## src/typed_constant_intern_table_defines.svh

```systemverilog
// ----------------------------------------------------------------------------
// typed constant intern table assertion macros
// shared concurrent check forms used by the table rtl
// ----------------------------------------------------------------------------
`ifndef TYPED_CONSTANT_INTERN_TABLE_DEFINES_SVH
`define TYPED_CONSTANT_INTERN_TABLE_DEFINES_SVH

// same-cycle implication
`define TCIT_ASSERT_IMPL(label, clk, rstn, ante, cons, msg) \
    label: assert property (@(posedge clk) disable iff (!(rstn)) (ante) |-> (cons)) \
        else $error(msg);

// next-cycle implication
`define TCIT_ASSERT_NEXT(label, clk, rstn, ante, cons, msg) \
    label: assert property (@(posedge clk) disable iff (!(rstn)) (ante) |=> (cons)) \
        else $error(msg);

`endif

```

## src/tcit_ram.sv

```systemverilog
// ----------------------------------------------------------------------------
// tcit_ram
// generic single write port, single read port ram with registered read
// ----------------------------------------------------------------------------
`timescale 1ns / 1ps

module tcit_ram #(
    parameter int WIDTH = 8,
    parameter int DEPTH = 16
) (
    input  logic                                      aclk,
    input  logic                                      wr_en,
    input  logic [((DEPTH > 1) ? $clog2(DEPTH) : 1)-1:0] wr_addr,
    input  logic [WIDTH-1:0]                          wr_data,
    input  logic                                      rd_en,
    input  logic [((DEPTH > 1) ? $clog2(DEPTH) : 1)-1:0] rd_addr,
    output logic [WIDTH-1:0]                          rd_data
);

    logic [WIDTH-1:0] mem_reg [DEPTH];
    logic [WIDTH-1:0] rd_data_reg;

    always_ff @(posedge aclk) begin
        if (wr_en) begin
            mem_reg[wr_addr] <= wr_data;
        end
        if (rd_en) begin
            rd_data_reg <= mem_reg[rd_addr];
        end
    end

    assign rd_data = rd_data_reg;

endmodule

```

## config.mk

```make
export PLATFORM = sky130hd
export DESIGN_NAME = tcit_ram
export DESIGN_NICKNAME = d
export VERILOG_FILES = /design/src/typed_constant_intern_table_defines.svh /design/src/tcit_ram.sv
export SDC_FILE = /design/constraint.sdc
export NUM_CORES = 1
export LEC_CHECK = 0
export ABC_AREA = 1
export BUFFER_PORTS_ARGS = -buffer_cell sky130_fd_sc_hd__buf_2
export CAP_MARGIN = 20
export CORE_UTILIZATION = 40
export DETAILED_ROUTE_END_ITERATION = 8
export GPL_ROUTABILITY_DRIVEN = 0
export HOLD_SLACK_MARGIN = 0.12
export MAX_ROUTING_LAYER = met4
export REMOVE_ABC_BUFFERS = 1
export SYNTH_ARGS = -nofsm -noshare
export SYNTH_HDL_FRONTEND = slang
export SYNTH_SLANG_ARGS = --single-unit
```

## constraint.sdc

```tcl
create_clock -name aclk -period 1.4 [get_ports aclk]
set_clock_uncertainty 0.2 [all_clocks]
set_input_delay 0.28 -clock aclk [delete_from_list [all_inputs] [get_ports aclk]]
set_output_delay 0.28 -clock aclk [all_outputs]
set_load 0.1 [all_outputs]
```

# [Word level (Yosys, flattened, before mapping)]
# Memories as Yosys holds them, arrays and structs flattened. A register that Yosys moved wholly into a read port is not among the register bits.
# Index checks and enable logic that the tools add are counted.
# W data, S select, Z words.
[totals] register_bits=0 mem_bits_rw=128 out_inout_bits=8 wordCells=3 memories=1
[classes] n_mux=2
[mem_list] memory="mem_reg" depth=16 word_bits=8 rd=1 rd_clocked_by_memory_dff=1 write_ports=1 line_no="tcit_ram.sv:20" text="logic [WIDTH-1:0] mem_reg [DEPTH];"
[op_table] operator="$mux W1" n=2

# [Longest topological paths before layout]
# Gate-level depths: netlist of run 1.
[logic_depth] depth_word=2 ltp_mapped=8 mapped_depth_nobuf=7

# [Worst setup path after synthesis of run 1]
# No wires, ideal clock.
[synth_path] path_type="input-to-reg" startpoint="input port wr_addr[3] in the netlist's numbering" endpoint="memory mem_reg[4][0] (enable)" setup_time_ns=0.370 arrival_time_ns=0.861 required_ns=0.830 path_slack_ns=-0.031 stages=2 path_buffers=0 cell_sequence="nand3b_1 nor2_1"
[synth_lines] element="start: declaration" line_no="tcit_ram.sv:13" text="input logic [((DEPTH > 1) ? $clog2(DEPTH) : 1)-1:0] wr_addr,"
[synth_lines] element="end: declaration" line_no="tcit_ram.sv:20"
# Straight into the memory's write port.

# [Final worst setup path of run 1]
[layout_path] startpoint="register rd_data_reg[3] (netlist: rd_data[3]), read port of mem_reg" endpoint="output port rd_data[3]"
[layout_lines] element="start: declaration" line_no="tcit_ram.sv:21" text="logic [WIDTH-1:0] rd_data_reg;"
[layout_lines] element="end: declaration" line_no="tcit_ram.sv:17" text="output logic [WIDTH-1:0] rd_data"
# No word-level cell between the ends.

==> results.yml, run 1 <==
synth:
  syn_inst: 551
  ys_warn_count: 0
  netlist_area_um2: 5847
  synthTopCellsByArea: "edfxtp_1 70%, nand2_1 11%, nand3_1 8.3%"
  synth_compound_area_share_pct: 0
  synthSimpleGateAreaFrac_pct: 20.76
  syn_avg_cell_area_um2: 10.61
  ys_seq_area_share_pct: 69.85
  synth_seq_cells: 136
  synth_fa_ha_area_share_pct: 0
  synth_cell_types: 11
  synth_mux_area_share_pct: 0
  yosysTopAreaCell: "edfxtp_1"
  synth_top_family_by_area: "simple AND/OR/NAND/NOR gates"
  netlist.area_leader.share_pct: 69.85
  synth-xor-area-share_pct: 0
drt:
  drt_iter0_markers: 399
  num_vias: 3904
  routed_via_density: 4.868
  drt-total-wl_um: 12230
  drc: 0
  final_antenna_net_count: 0
  firstDrtPassIters: 5
  wl_per_cell_um: 15.24
floorplan:
  die_x_um: 122.9
  die_y_um: 122.9
  io_pins: 27
  core_region_area_um2: 14100
  dieArea_um2: 15100
  rows: 43
  initial_core_util_pct: 41.48
min_path:
  hold_class: "in2reg"
timing:
  period_share_pct: 112.6
  slew_headroom_pct: 75.35
  setup_viol: 8
  tightest_slew_ns: 0.3693
  hold_viol: 0
  fmax_mhz: 634.4
  rsz0062_at_grt: "true"
  whs_ns: 0.2172
  min_period_ns: 1.576
  final-max-slew-violation-count: 0
  fin_ws_ns: -0.1764
finish:
  finalNetCount: 628
  largest_reg_flops: 128
  fin_cells: 802
  drive_gt1_share_pct: 12.86
  diodes: 0
  area_growth_pct: 21.34
setup_path:
  endpoint_kind: "output pin"
  crit_buf_inv: 1
  slowest_delay_ns: 0.47
  crit_slowest_cell: "edfxtp_1"
  crit_type: "reg2out"
  path_delay_family: "flip-flops"
  cp.arrival_ns: 1.10
  crit_chain: "buf_12"
  crit_required_ns: 0.92
  start_kind: "register"
  critPathMaxFanout: 1
grt:
  overflow: 0
  grt_util_all_layers_pct: 18.85
  antenna_found_initial: 0
  grt_pass1_vias: 3821
  grt_pass1_wl_um: 19840
  grt_max_degree: 42
clocking:
  clk_pin_slew_ns: 0.05
  clock-root-buffer: "clkbuf_16"
  cts.sinks: 136
  cts_buffer_depth: 2
  cts_tree: "done"
  post_cts_buffers: 0
  clock_latency_ns: 0.41
  ctsHtreeMaxLevel: 4
  numCtsBuffers: 17
outcome:
  violations: "negative setup slack"
  status: "complete, but fails checks"
pwr:
  ir_drop_mv: 0.9373
  power.leakage_nw: 3.054
  power_density_nw_per_um2: 1366
placed_design:
  post-dp-hpwl_um: 7837
  dpl.cell_count: 760
  io_buffer_count: 26
job:
  cap_violations: 0
## per-layer routing
| metal | up-vias | GRT usage, % | routed length, um | share of wire [%] |
|---|---|---|---|---|
| met5 | - | - | 0 | 0 |
| met4 | 0 | 9.985 | 293 | 2.4 |
| met3 | 29 | 3.552 | 476 | 3.9 |
| met2 | 108 | 29.14 | 5998 | 49 |
| met1 | 1875 | 23.58 | 5457 | 45 |
| li1 | 1892 | - | - | - |
## worst paths after layout
kind / endpoint / depth (start not counted) / slack [ns] / from
setup reg to reg: rd_data[0]$_DFFE_PP_ / 6 / 0.09 / mem_reg[13][0]$_DFFE_PP_
setup / recovery: rd_data[3] / 1 / -0.18 / rd_data[3]$_DFFE_PP_
hold reg to reg: rd_data[5]$_DFFE_PP_ / 6 / 0.54 / mem_reg[12][5]$_DFFE_PP_
hold / removal: rd_data[5]$_DFFE_PP_ / 4 / 0.22 / rd_addr[3]
## cell type report
cell class                 count  area (um2)
clock inverter                13       135.1
fill                        1248        7002
inverter                     102       382.9
multi-input combinational    289        1219
sequential                   136        4084
tap                          180       225.2
timing repair buffer          63       615.6
clock buffer                  19       432.9
## stage by stage
step | total power [mW] | setup TNS [ns] | setup slack [ns] | instance area [um2] | util [%]
detailed placement | 5.465 | -5.938 | -0.2532 | 6421 | 45.55
floorplan | 5.082 | -3.523 | -0.2006 | 5680 | -
global route | 10.02 | -1.176 | -0.2117 | 7094 | 50.33
global placement | 5.453 | -5.062 | -0.2369 | 6421 | 45.55
finish | 9.692 | -0.9404 | -0.1764 | 7094 | 50.33
CTS | 9.762 | -1.112 | -0.1941 | 7089 | 50.29
## repair_timing
item                                    CTS  global route
hold buffers                             10             0
hold endpoints to repair                137             0
resized for setup                         0             1
endpoints found under the setup margin    8             9
## worst register-to-register path: cells and delay by family (launching register included)
| kind | cells | cell delay (ns) |
|---|---|---|
| AND/OR/NAND/NOR | 5 | 0.42 |
| buffers and inverters | 1 | 0.06 |
| flip-flops | 1 | 0.37 |
## power by group
group | total (mW) | switching, mW | internal (mW)
combinational | 0.772 | 0.509 | 0.263
sequential | 4.63 | 0.0376 | 4.59
clock | 4.29 | 1.55 | 2.75
total | 9.69 | 2.09 | 7.60
## layout by cell type, fill, tap and decap left out, drive strengths merged
cell / instances
nand3b: 2
nand2: 173
buf: 53
edfxtp: 136
clkinvlp: 1
nand3: 97
clkinv: 9
inv: 102
nor2: 17
dlygate4sd3: 10
bufinv: 3
clkbuf: 19
## cell usage after synthesis
master and number:
nand2_1 173, edfxtp_1 136, inv_1 100, nand3_1 97, nor2_1 17, buf_2 13
buf_6 6, buf_4 4, inv_2 2, nand3b_1 2, buf_1 1
## kinds of logic after synthesis
kind of cell,after synthesis
and+or+nand+nor,289
buffers and inverters,126
DFF,136
No activity file was read; power rests on OpenSTA's default activity.
==> inputs of run 2 (changes only) <==
--- a/config.mk
+++ b/config.mk
@@ -14,6 +14,7 @@
 export HOLD_SLACK_MARGIN = 0.12
 export MAX_ROUTING_LAYER = met4
 export REMOVE_ABC_BUFFERS = 1
+export SKIP_CTS_REPAIR_TIMING = 1
 export SYNTH_ARGS = -nofsm -noshare
 export SYNTH_HDL_FRONTEND = slang
 export SYNTH_SLANG_ARGS = --single-unit
==> results.yml, run 2 (synthesized netlist as in run 1, its figures left out) <==
placed_design:
  post-dp-hpwl_um: 7837
  io_buffer_count: 26
  dpl.cell_count: 760
  post-place-ws_ns: -0.2532
finish:
  drive_gt1_share_pct: 12.86
  area_growth_pct: 21.34
  fin_cells: 802
  layout_common_cells: "173 x nand2_1, 136 x edfxtp_1, 100 x inv_1"
  largest_reg_flops: 128
  final_common_cell: "nand2_1"
  diodes: 0
  postLayoutCoreUtil_pct: 50.33
  finalNetCount: 628
grt:
  overflow: 0
  grt_util_all_layers_pct: 18.71
  grtUsageMet1_pct: 23.39
  antenna_found_initial: 0
  grt_max_degree: 42
  use_met2_pct: 28.90
  grt_pass1_wl_um: 19650
  top_usage_layer: "met2"
  grt_pass1_vias: 3768
  use_met3_pct: 3.506
outcome:
  violations: "negative setup slack"
  status: "complete, but fails checks"
setup_path:
  crit_slowest_cell: "edfxtp_1"
  crit_buf_inv: 1
  crit_required_ns: 0.92
  r2r_slack_ns: 0.08
  crit_chain: "buf_12"
  critPathMaxFanout: 1
  cp.arrival_ns: 1.10
  endpoint_kind: "output pin"
  slowest_delay_ns: 0.47
  start_kind: "register"
  crit_type: "reg2out"
  path_delay_family: "flip-flops"
clocking:
  clk_pin_slew_ns: 0.05
  clock_latency_ns: 0.42
  ctsHtreeMaxLevel: 4
  numCtsBuffers: 17
  cts_tree: "done"
  clock-root-buffer: "clkbuf_16"
  cts_buffer_depth: 2
  cts.sinks: 136
drt:
  final_antenna_net_count: 0
  num_vias: 3900
  firstDrtPassIters: 5
  drt_iter0_markers: 389
  wl_per_cell_um: 15.25
  drc: 0
  routed_via_density: 4.863
  drt-total-wl_um: 12230
floorplan:
  rows: 43
  core_region_area_um2: 14100
  io_pins: 27
  dieArea_um2: 15100
  initial_core_util_pct: 41.48
  die_x_um: 122.9
  die_y_um: 122.9
timing:
  fin_ws_ns: -0.1779
  tightest_slew_ns: 0.3659
  hold_viol: 0
  period_share_pct: 112.7
  min_period_ns: 1.578
  final-max-slew-violation-count: 0
  fmax_mhz: 633.7
  slew_headroom_pct: 75.58
  rsz0062_at_grt: "true"
  setup_viol: 8
pwr:
  ir_drop_mv: 0.9355
  power_density_nw_per_um2: 1366
  power.leakage_nw: 3.054
min_path:
  hold_class: "in2reg"
job:
  cap_violations: 0
==> run 2: cell counts in the layout (fill, tap and decap cells not counted) <==
No cell type changed its count.
==> run 2: layout make-up <==
class | instances | area [um2]
sequential | 136 | 4084
clock buffer | 19 | 432.9
timing repair buffer | 63 | 615.6
multi-input combinational | 289 | 1219
tap | 180 | 225.2
fill | 1248 | 7002
inverter | 102 | 382.9
clock inverter | 13 | 135.1
==> run 2: path summary, 6_finish.rpt <==
path                            startpoint                    to  cells after the start
hold reg to reg   mem_reg[12][5]$_DFFE_PP_  rd_data[5]$_DFFE_PP_                      6
setup reg to reg  mem_reg[13][0]$_DFFE_PP_  rd_data[0]$_DFFE_PP_                      6
setup / recovery      rd_data[3]$_DFFE_PP_            rd_data[3]                      1
hold / removal                  rd_addr[3]  rd_data[5]$_DFFE_PP_                      4
==> run 2: power breakdown <==
group / switching, mW / internal, mW
Sequential: 0.0377 / 4.59
Clock: 1.55 / 2.75
Combinational: 0.509 / 0.263
==> run 2: per-layer routing <==
layer	up-vias	share of wire [%]
met3	23	4.7
met1	1867	44
met2	116	49
li1	1894	-
met5	-	0
met4	0	2.1
==> run 2: stage by stage <==
step | hold slack [ns] | power [mW] | setup TNS, ns | area, um2
after global routing | 0.2270 | 10.02 | -1.176 | 7094
after CTS | 0.04219 | 9.741 | -1.112 | 6989
after global placement | 0.4510 | 5.453 | -5.062 | 6421
after floorplan | 0.1789 | 5.082 | -3.523 | 5680
after detailed placement | 0.4730 | 5.465 | -5.938 | 6421
final | 0.2129 | 9.692 | -0.9431 | 7094
