[src/typed_constant_intern_table_defines.svh]
// ----------------------------------------------------------------------------
// typed constant intern table assertion macros
// shared concurrent check forms used by the table rtl
// ----------------------------------------------------------------------------
`ifndef TYPED_CONSTANT_INTERN_TABLE_DEFINES_SVH
`define TYPED_CONSTANT_INTERN_TABLE_DEFINES_SVH

// same-cycle implication
`define TCIT_ASSERT_IMPL(label, clk, rstn, ante, cons, msg) \
    label: assert property (@(posedge clk) disable iff (!(rstn)) (ante) |-> (cons)) \
        else $error(msg);

// next-cycle implication
`define TCIT_ASSERT_NEXT(label, clk, rstn, ante, cons, msg) \
    label: assert property (@(posedge clk) disable iff (!(rstn)) (ante) |=> (cons)) \
        else $error(msg);

`endif

[src/tcit_pkg.sv]
// ----------------------------------------------------------------------------
// tcit_pkg
// shared sizes, kind codes and entry type of the typed constant intern table
// ----------------------------------------------------------------------------
`timescale 1ns / 1ps

package tcit_pkg;

    localparam int TABLE_DEPTH = 256;
    localparam int IDX_W       = (TABLE_DEPTH > 1) ? $clog2(TABLE_DEPTH) : 1;
    localparam int CNT_W       = $clog2(TABLE_DEPTH + 1);

    localparam int MODE_W  = 3;
    localparam int VALUE_W = 64;
    localparam int INDEX_W = 8;
    localparam int KEY_W   = 32;
    localparam int ENTRY_W = MODE_W + VALUE_W;

    localparam logic [MODE_W-1:0] KIND_FLOAT = 3'd1;

    localparam logic [VALUE_W-1:0] ABS_MASK     = 64'h7FFF_FFFF_FFFF_FFFF;
    localparam logic [VALUE_W-1:0] EXP_ALL_ONES = 64'h7FF0_0000_0000_0000;

    typedef struct packed {
        logic [MODE_W-1:0]  kind;
        logic [VALUE_W-1:0] value;
    } entry_t;

endpackage

[src/tcit_match.sv]
// ----------------------------------------------------------------------------
// tcit_match
// shared entry compare unit: same kind and equal value, floats by ieee rules
// ----------------------------------------------------------------------------
`timescale 1ns / 1ps

module tcit_match (
    input  tcit_pkg::entry_t probe,
    input  tcit_pkg::entry_t stored,
    output logic             hit
);

    logic [tcit_pkg::VALUE_W-1:0] probe_abs;
    logic [tcit_pkg::VALUE_W-1:0] stored_abs;
    logic                         any_nan;
    logic                         both_zero;
    logic                         same_kind;
    logic                         same_bits;

    always_comb begin
        probe_abs  = probe.value & tcit_pkg::ABS_MASK;
        stored_abs = stored.value & tcit_pkg::ABS_MASK;
        any_nan    = (probe_abs > tcit_pkg::EXP_ALL_ONES) ||
                     (stored_abs > tcit_pkg::EXP_ALL_ONES);
        both_zero  = (probe_abs == '0) && (stored_abs == '0);
        same_kind  = (probe.kind == stored.kind);
        same_bits  = (probe.value == stored.value);
        if (!same_kind) begin
            hit = 1'b0;
        end else if (probe.kind == tcit_pkg::KIND_FLOAT) begin
            hit = !any_nan && (both_zero || same_bits);
        end else begin
            hit = same_bits;
        end
    end

endmodule

[config.mk]
export PLATFORM = sky130hd
export DESIGN_NAME = tcit_match
export DESIGN_NICKNAME = d
export VERILOG_FILES = /design/src/typed_constant_intern_table_defines.svh /design/src/tcit_pkg.sv /design/src/tcit_match.sv
export SDC_FILE = /design/constraint.sdc
export NUM_CORES = 1
export LEC_CHECK = 0
export ABC_AREA = 0
export BUFFER_PORTS_ARGS = -buffer_cell sky130_fd_sc_hd__buf_2
export CAP_MARGIN = 25
export CORE_MARGIN = 2
export CORE_UTILIZATION = 34
export DETAILED_ROUTE_END_ITERATION = 10
export PLACE_DENSITY = 0.88
export SLEW_MARGIN = 0
export SYNTH_ARGS = -nofsm -noshare
export SYNTH_HDL_FRONTEND = slang
export SYNTH_SLANG_ARGS = --single-unit
[constraint.sdc]
create_clock -name vclk -period 1.4
set_input_delay 0.07 -clock vclk [all_inputs]
set_output_delay 0.07 -clock vclk [all_outputs]
set_load 0.02 [all_outputs]
* Word-level counts from Yosys, hierarchy flattened
Index checks and enable logic that the tools add are counted.
** Operators by class
- Magnitude comparators :: 2
- Eq/ne operators :: 3
- Muxes and demuxes :: 2
- Reductions and logical operators :: 7
** Operators by type and width (count)
- 64-bit zero test :: 2
- 63-bit > comparator, second input constant :: 2
- 64-bit == test :: 1
- 3-bit by 1-bit == test with 1-bit output, second input constant :: 1
- 3-bit == test :: 1
- 1-bit logical AND :: 2
- 1-bit logical OR :: 2
- 1-bit two-way mux :: 2
- 1-bit zero test :: 1
** Storage, ports and cells
- Bits in registers :: 0
- Output and inout port bits :: 1
- Word-level logic and storage cells :: 14

* Longest topological paths before layout
Gate-level depths: netlist of run 1.
- Depth after elaboration :: 6
- Mapped depth :: 6
- Gate-level depth less buffers :: 6

* Worst setup path before layout of run 1
No wires, ideal clock.
- Path type :: in2out
- Start point :: in probe[0] (netlist bit)
- End point :: out hit
- Data arrival time :: 1.303 ns
- Data required time :: 1.330 ns
- Setup slack :: 0.027 ns
- Cell stages on the path :: 6
- Buffers on the path :: 0
- Path through :: nor4_1 > nand4_1 > nor4_1 > or4_1 > nand4_1 > a21oi_1
** Between the ends
- Longest elaborated chain between the ends :: 6
** RTL lines
- start: declaration :: RTL line tcit_match.sv:8 : input tcit_pkg::entry_t probe,
- 63-bit > comparator or 64-bit zero test (tied branches) :: RTL line tcit_match.sv:23, tcit_match.sv:25
- 1-bit logical OR or 1-bit logical AND (tied branches) :: RTL line tcit_match.sv:23, tcit_match.sv:25
- 1-bit zero test or 1-bit logical OR (tied branches) :: RTL line tcit_match.sv:31 : hit = !any_nan && (both_zero || same_bits);
- 1-bit logical AND :: RTL line tcit_match.sv:31
- 1-bit two-way mux (*) :: RTL line tcit_match.sv:30 : end else if (probe.kind == tcit_pkg::KIND_FLOAT) begin
- 1-bit two-way mux (*) :: RTL line tcit_match.sv:28 : if (!same_kind) begin
- end: declaration :: RTL line tcit_match.sv:10 : output logic hit
Mark *: on every way between the ends. The rest lies on a longest branch, timed or not.

* Worst setup path in the final report of run 1
- Start point :: in probe[39] (netlist bit)
- End point :: out hit
Same word-level chain as after synthesis.

==> flow_summary.toml, run 1 <==
[placed_design]
dp_slack_ns = -0.351
detailed_place_hpwl_um = 5010
gp_congestion = 0.925
placed_cell_area_sq_um = 2060
dp_cells = 359
port_buffers = 135

[floorplanning]
rows = 20
die_h_um = 60.1
coreArea_sq_um = 3030
start_util = 0.353
die_w_um = 60.1
pin_count = 135
dieArea_sq_um = 3610

[sta]
worst_pin_slew_ns = 0.379
fin_ws_ns = -0.262
rsz0062_at_grt = "yes"
final-setup-viol-count = 1
max_clock_freq_mhz = 602
fin_crit_sh = 1.19
final-max-slew-violation-count = 0
hold_violations = 0
finalCriticalPeriod_ns = 1.66
slew-limit-headroom = 0.745
final.setup.tns_ns = -0.262
holdWs_ns = 0.545

[critical_path]
cp_max_fo = 2
slowest_delay_ns = 0.34
crit_family = "simple AND/OR/NAND/NOR gates"
path_buf_inv = 3
critPathCaptureType = "output port"
cp_slowest_cell = "nor4_1"
startpoint_type = "input port"
critPathRequiredTime_ns = 1.33
critPathKind = "input port to output port"
arrival_ns = 1.59
crit_chain = "buf_2 -> nor4_1 -> nand4_1 -> nor4_2 -> buf_4 -> or4_1 -> nand4_1 -> a21oi_1 -> buf_4"

[outcome]
status = "finished, violations left"
failed_checks = "negative setup slack"

[logic_synthesis]
yosysWarnings = 0
synth_nets = 279
seq_area_frac_synth = 0
syn-cell-area_sq_um = 1070
postSynthCellCount = 145
ys_types = 12
syn_avg_cell_area_sq_um = 7.38

[routing]
via_per_inst = 5.44
wire_per_inst_um = 15.9
drt_wl_total_um = 5700
postRouteAntennaNets = 0
drt_iter0_markers = 97
vias = 1954
dr.pass1.iters = 4
drcViolationCount = 0

[layout]
area_delta_synth_final_pct = 109
seq_cell_count = 0
finalInstanceArea_sq_um = 2240
num-clock-buffers = 0
regArea_sq_um = 0
drive_gt1_frac = 0.590
final_cell_mix = "124 x buf_2, 60 x xor2_1, 38 x nor4_1"
layout_commonest_cell = "buf_2"
nets = 451
num_antenna_cells = 0
finalNonFillerCells = 359
final_util = 0.740

[global_route]
first_global_vias = 2033
grt_max_degree = 4
grt_pass1_wl_um = 8120
grt_util_all_layers = 0.297
antenna_found_initial = 0
overflow = 0

[power_and_ir_drop]
finalPower_uw = 614
p_leak_nw = 1.06
power_density_nw_per_um2 = 274
vdd_drop_max_v = 0.000151

[flow_run]
drv_cap = 0

[clocking]
post_cts_buffers = 0

[worst_hold_path]
min_path_type = "input port to output port"
==> where the power goes <==
part / total (mW) / leakage, nW / switching, mW / internal, mW
clock: 0 / 0 / 0 / 0
sequential: 0 / 0 / 0 / 0
combinational: 0.614 / 1.06 / 0.291 / 0.323
total: 0.614 / 1.06 / 0.291 / 0.323
==> cell type report <==
cell class / instances / area (sq um)
multi-input combinational: 145 / 1180
timing repair buffer: 170 / 1010
fill: 241 / 788
tap: 44 / 55.1
==> kinds of logic (layout without fill, tap and decap cells) <==
group / Yosys count / in the layout / share of synthesized area
simple gates: 76 / 76 / 0.439
xor+xnor: 67 / 67 / 0.549
compound gates: 2 / 2 / 0.0129
buf+inv: 0 / 170 / 0
==> worst min-delay path: stages <==
cell and delay [ns]:
buf_2 0.08, xnor2_1 0.06, nand4_1 0.08, a21oi_1 0.04
buf_4 0.15
==> routing by layer <==
metal	global-route usage	part of all wire	wire length (um)
met5	0	0	0
met4	0.102	0.035	197
met3	0.0476	0.082	470
met2	0.630	0.54	3090
met1	0.273	0.34	1950
==> timing repair <==
| item | CTS | global route |
|---|---|---|
| hold buffers | 0 | 0 |
| hold endpoints to repair | 0 | 0 |
| gates cloned | 0 | 0 |
| setup endpoints to repair | 1 | 1 |
| pin swaps | 7 | 17 |
| gates resized for setup | 11 | 21 |
==> Yosys cell counts <==
cell type / count / area share
nand4_1: 16 / 0.094
o41ai_1: 1 / 0.0082
or4_1: 1 / 0.0070
xnor2_1: 3 / 0.025
xor2_1: 64 / 0.52
nand2_1: 2 / 0.0070
nor4_2: 1 / 0.012
a21oi_1: 1 / 0.0047
nand3_1: 4 / 0.019
nor3b_1: 1 / 0.0070
nor2_1: 2 / 0.0070
nor4_1: 49 / 0.29
==> worst paths after layout <==
path	start	endpoint	slack (ns)	depth (start not counted)
max	probe[39]	hit	-0.26	9
min	stored[65]	hit	0.55	5
(Power assumes the default switching activity.)
==> run 2: changes to the inputs <==
- ABC_CLOCK_PERIOD_IN_PS: not set -> 1400
- BUFFER_PORTS_ARGS: -buffer_cell sky130_fd_sc_hd__buf_2 -> -buffer_cell sky130_fd_sc_hd__buf_4
- CELL_PAD_IN_SITES_DETAIL_PLACEMENT: not set -> 1
- CELL_PAD_IN_SITES_GLOBAL_PLACEMENT: not set -> 1
- CORE_UTILIZATION: 34 -> 20
- PLACE_DENSITY: 0.88 -> 0.86
==> run 2 against run 1 <==
The run still ends with negative setup slack left. Utilization shrank 24 points. Worst setup slack lost 0.017 ns. Sequential share of layout area is the same. Flip-flop and latch count is the same. Largest cell class unchanged.
==> flow_summary.toml, run 2 (synthesis results as in run 1) <==
[floorplanning]
start_util = 0.208
die_w_um = 77.1
coreArea_sq_um = 5140
die_h_um = 77.1
dieArea_sq_um = 5950
rows = 26
pin_count = 135

[routing]
drt_iter0_markers = 40
vias = 1896
via_per_inst = 4.99
drt_wl_total_um = 6970
drcViolationCount = 0
dr.pass1.iters = 4
wire_per_inst_um = 18.3
postRouteAntennaNets = 0

[power_and_ir_drop]
power_frac_comb = 1.000
swShare = 0.436
seqPwrFrac = 0
power_density_nw_per_um2 = 281
vdd_drop_max_v = 0.000113
p_leak_nw = 1.14
switchingPower_uw = 316
internal_power_uw = 410
pwr-share-clk = 0

[sta]
final-max-slew-violation-count = 0
max_clock_freq_mhz = 596
worst_pin_slew_ns = 0.352
final-setup-viol-count = 1
hold_violations = 0
final.setup.tns_ns = -0.279
fin_ws_ns = -0.279
slew-limit-headroom = 0.763
fin_crit_sh = 1.20
finalCriticalPeriod_ns = 1.68
rsz0062_at_grt = "yes"

[critical_path]
cp_max_fo = 2
critPathCaptureType = "output port"
critPathRequiredTime_ns = 1.33
arrival_ns = 1.61
startpoint_type = "input port"
critPathKind = "input port to output port"

[placed_design]
dp_slack_ns = -0.405
gp_congestion = 0.887
port_buffers = 135
detailed_place_hpwl_um = 6270
dp_cells = 380

[worst_hold_path]
hold_end = "hit"
whs_path_depth = 5
holdCritStartpoint = "stored[65]"
min_path_type = "input port to output port"

[outcome]
status = "finished, violations left"
failed_checks = "negative setup slack"

[clocking]
post_cts_buffers = 0
hold_buffers = 0

[layout]
seq_cell_count = 0
num-clock-buffers = 0
drive_gt1_frac = 0.616
area_delta_synth_final_pct = 141
final_cell_mix = "163 x buf_4, 62 x xor2_1, 26 x nor4_1"
finalNonFillerCells = 380
regArea_sq_um = 0
nets = 446
num_antenna_cells = 0
layout_commonest_cell = "buf_4"

[flow_run]
drv_cap = 0

[global_route]
antenna_found_initial = 0
grt_max_degree = 4
grt_pass1_wl_um = 10500
overflow = 0
grt_util_all_layers = 0.219
first_global_vias = 2142
==> run 2: cell count changes in the layout (fill, tap and decap cells not counted), moves of 7 or more <==
cell    delta
buf_4    +127
buf_2    -124
nor4_1    -12
nor4_2    +11
buf_6      -7
==> run 2: area by class of cell <==
cell class,instances,area (sq um)
timing repair buffer,165,1250
tap,70,87.6
multi-input combinational,145,1250
fill,669,2560
==> run 2: per-layer routing <==
layer,wire (um),share of wire,vias up,track usage
li1,-,-,907,-
met1,2510,0.36,896,0.229
met2,3870,0.56,85,0.454
met3,483,0.069,8,0.0388
met4,102,0.015,0,0.0268
met5,0,0,-,0
==> run 2: worst max path at each step <==
stage                           from  end  slack, ns  cells past startpoint
after floorplan             probe[0]  hit       0.03                      6
after global placement    stored[56]  hit      -0.42                      8
after detailed placement  stored[58]  hit      -0.40                      8
after CTS                  probe[22]  hit      -0.32                      9
after global routing       probe[34]  hit      -0.37                      9
final                      probe[39]  hit      -0.28                      9
==> run 2: power groups by stage <==
stage / sequential [mW] / clock (mW) / combinational [mW]
detailed placement: 0 / 0 / 0.669
finish: 0 / 0 / 0.726
CTS: 0 / 0 / 0.691
global route: 0 / 0 / 0.776
global placement: 0 / 0 / 0.652
floorplan: 0 / 0 / 0.159
==> run 2: worst max-delay path: stages <==
cell	delay [ns]
buf_4	0.12
nor4_1	0.31
nand4_1	0.19
nor4_2	0.27
buf_4	0.16
or4_1	0.11
nand4_1	0.08
a21oi_1	0.15
buf_4	0.16
==> run 2: repair_timing <==
action                     4_1_cts  5_1_grt
setup endpoints to repair        1        1
gates resized for setup         11       18
pin swaps                        4        8
cloned                           0        0
==> run 2: stage by stage <==
stage / power [mW] / util / hold slack [ns] / area [sq um]
CTS: 0.691 / 0.479 / 0.562 / 2460
floorplan: 0.159 / - / 0.341 / 1070
global placement: 0.652 / 0.466 / 0.546 / 2400
global route: 0.776 / 0.502 / 0.583 / 2580
finish: 0.726 / 0.502 / 0.556 / 2580
detailed placement: 0.669 / 0.466 / 0.559 / 2400
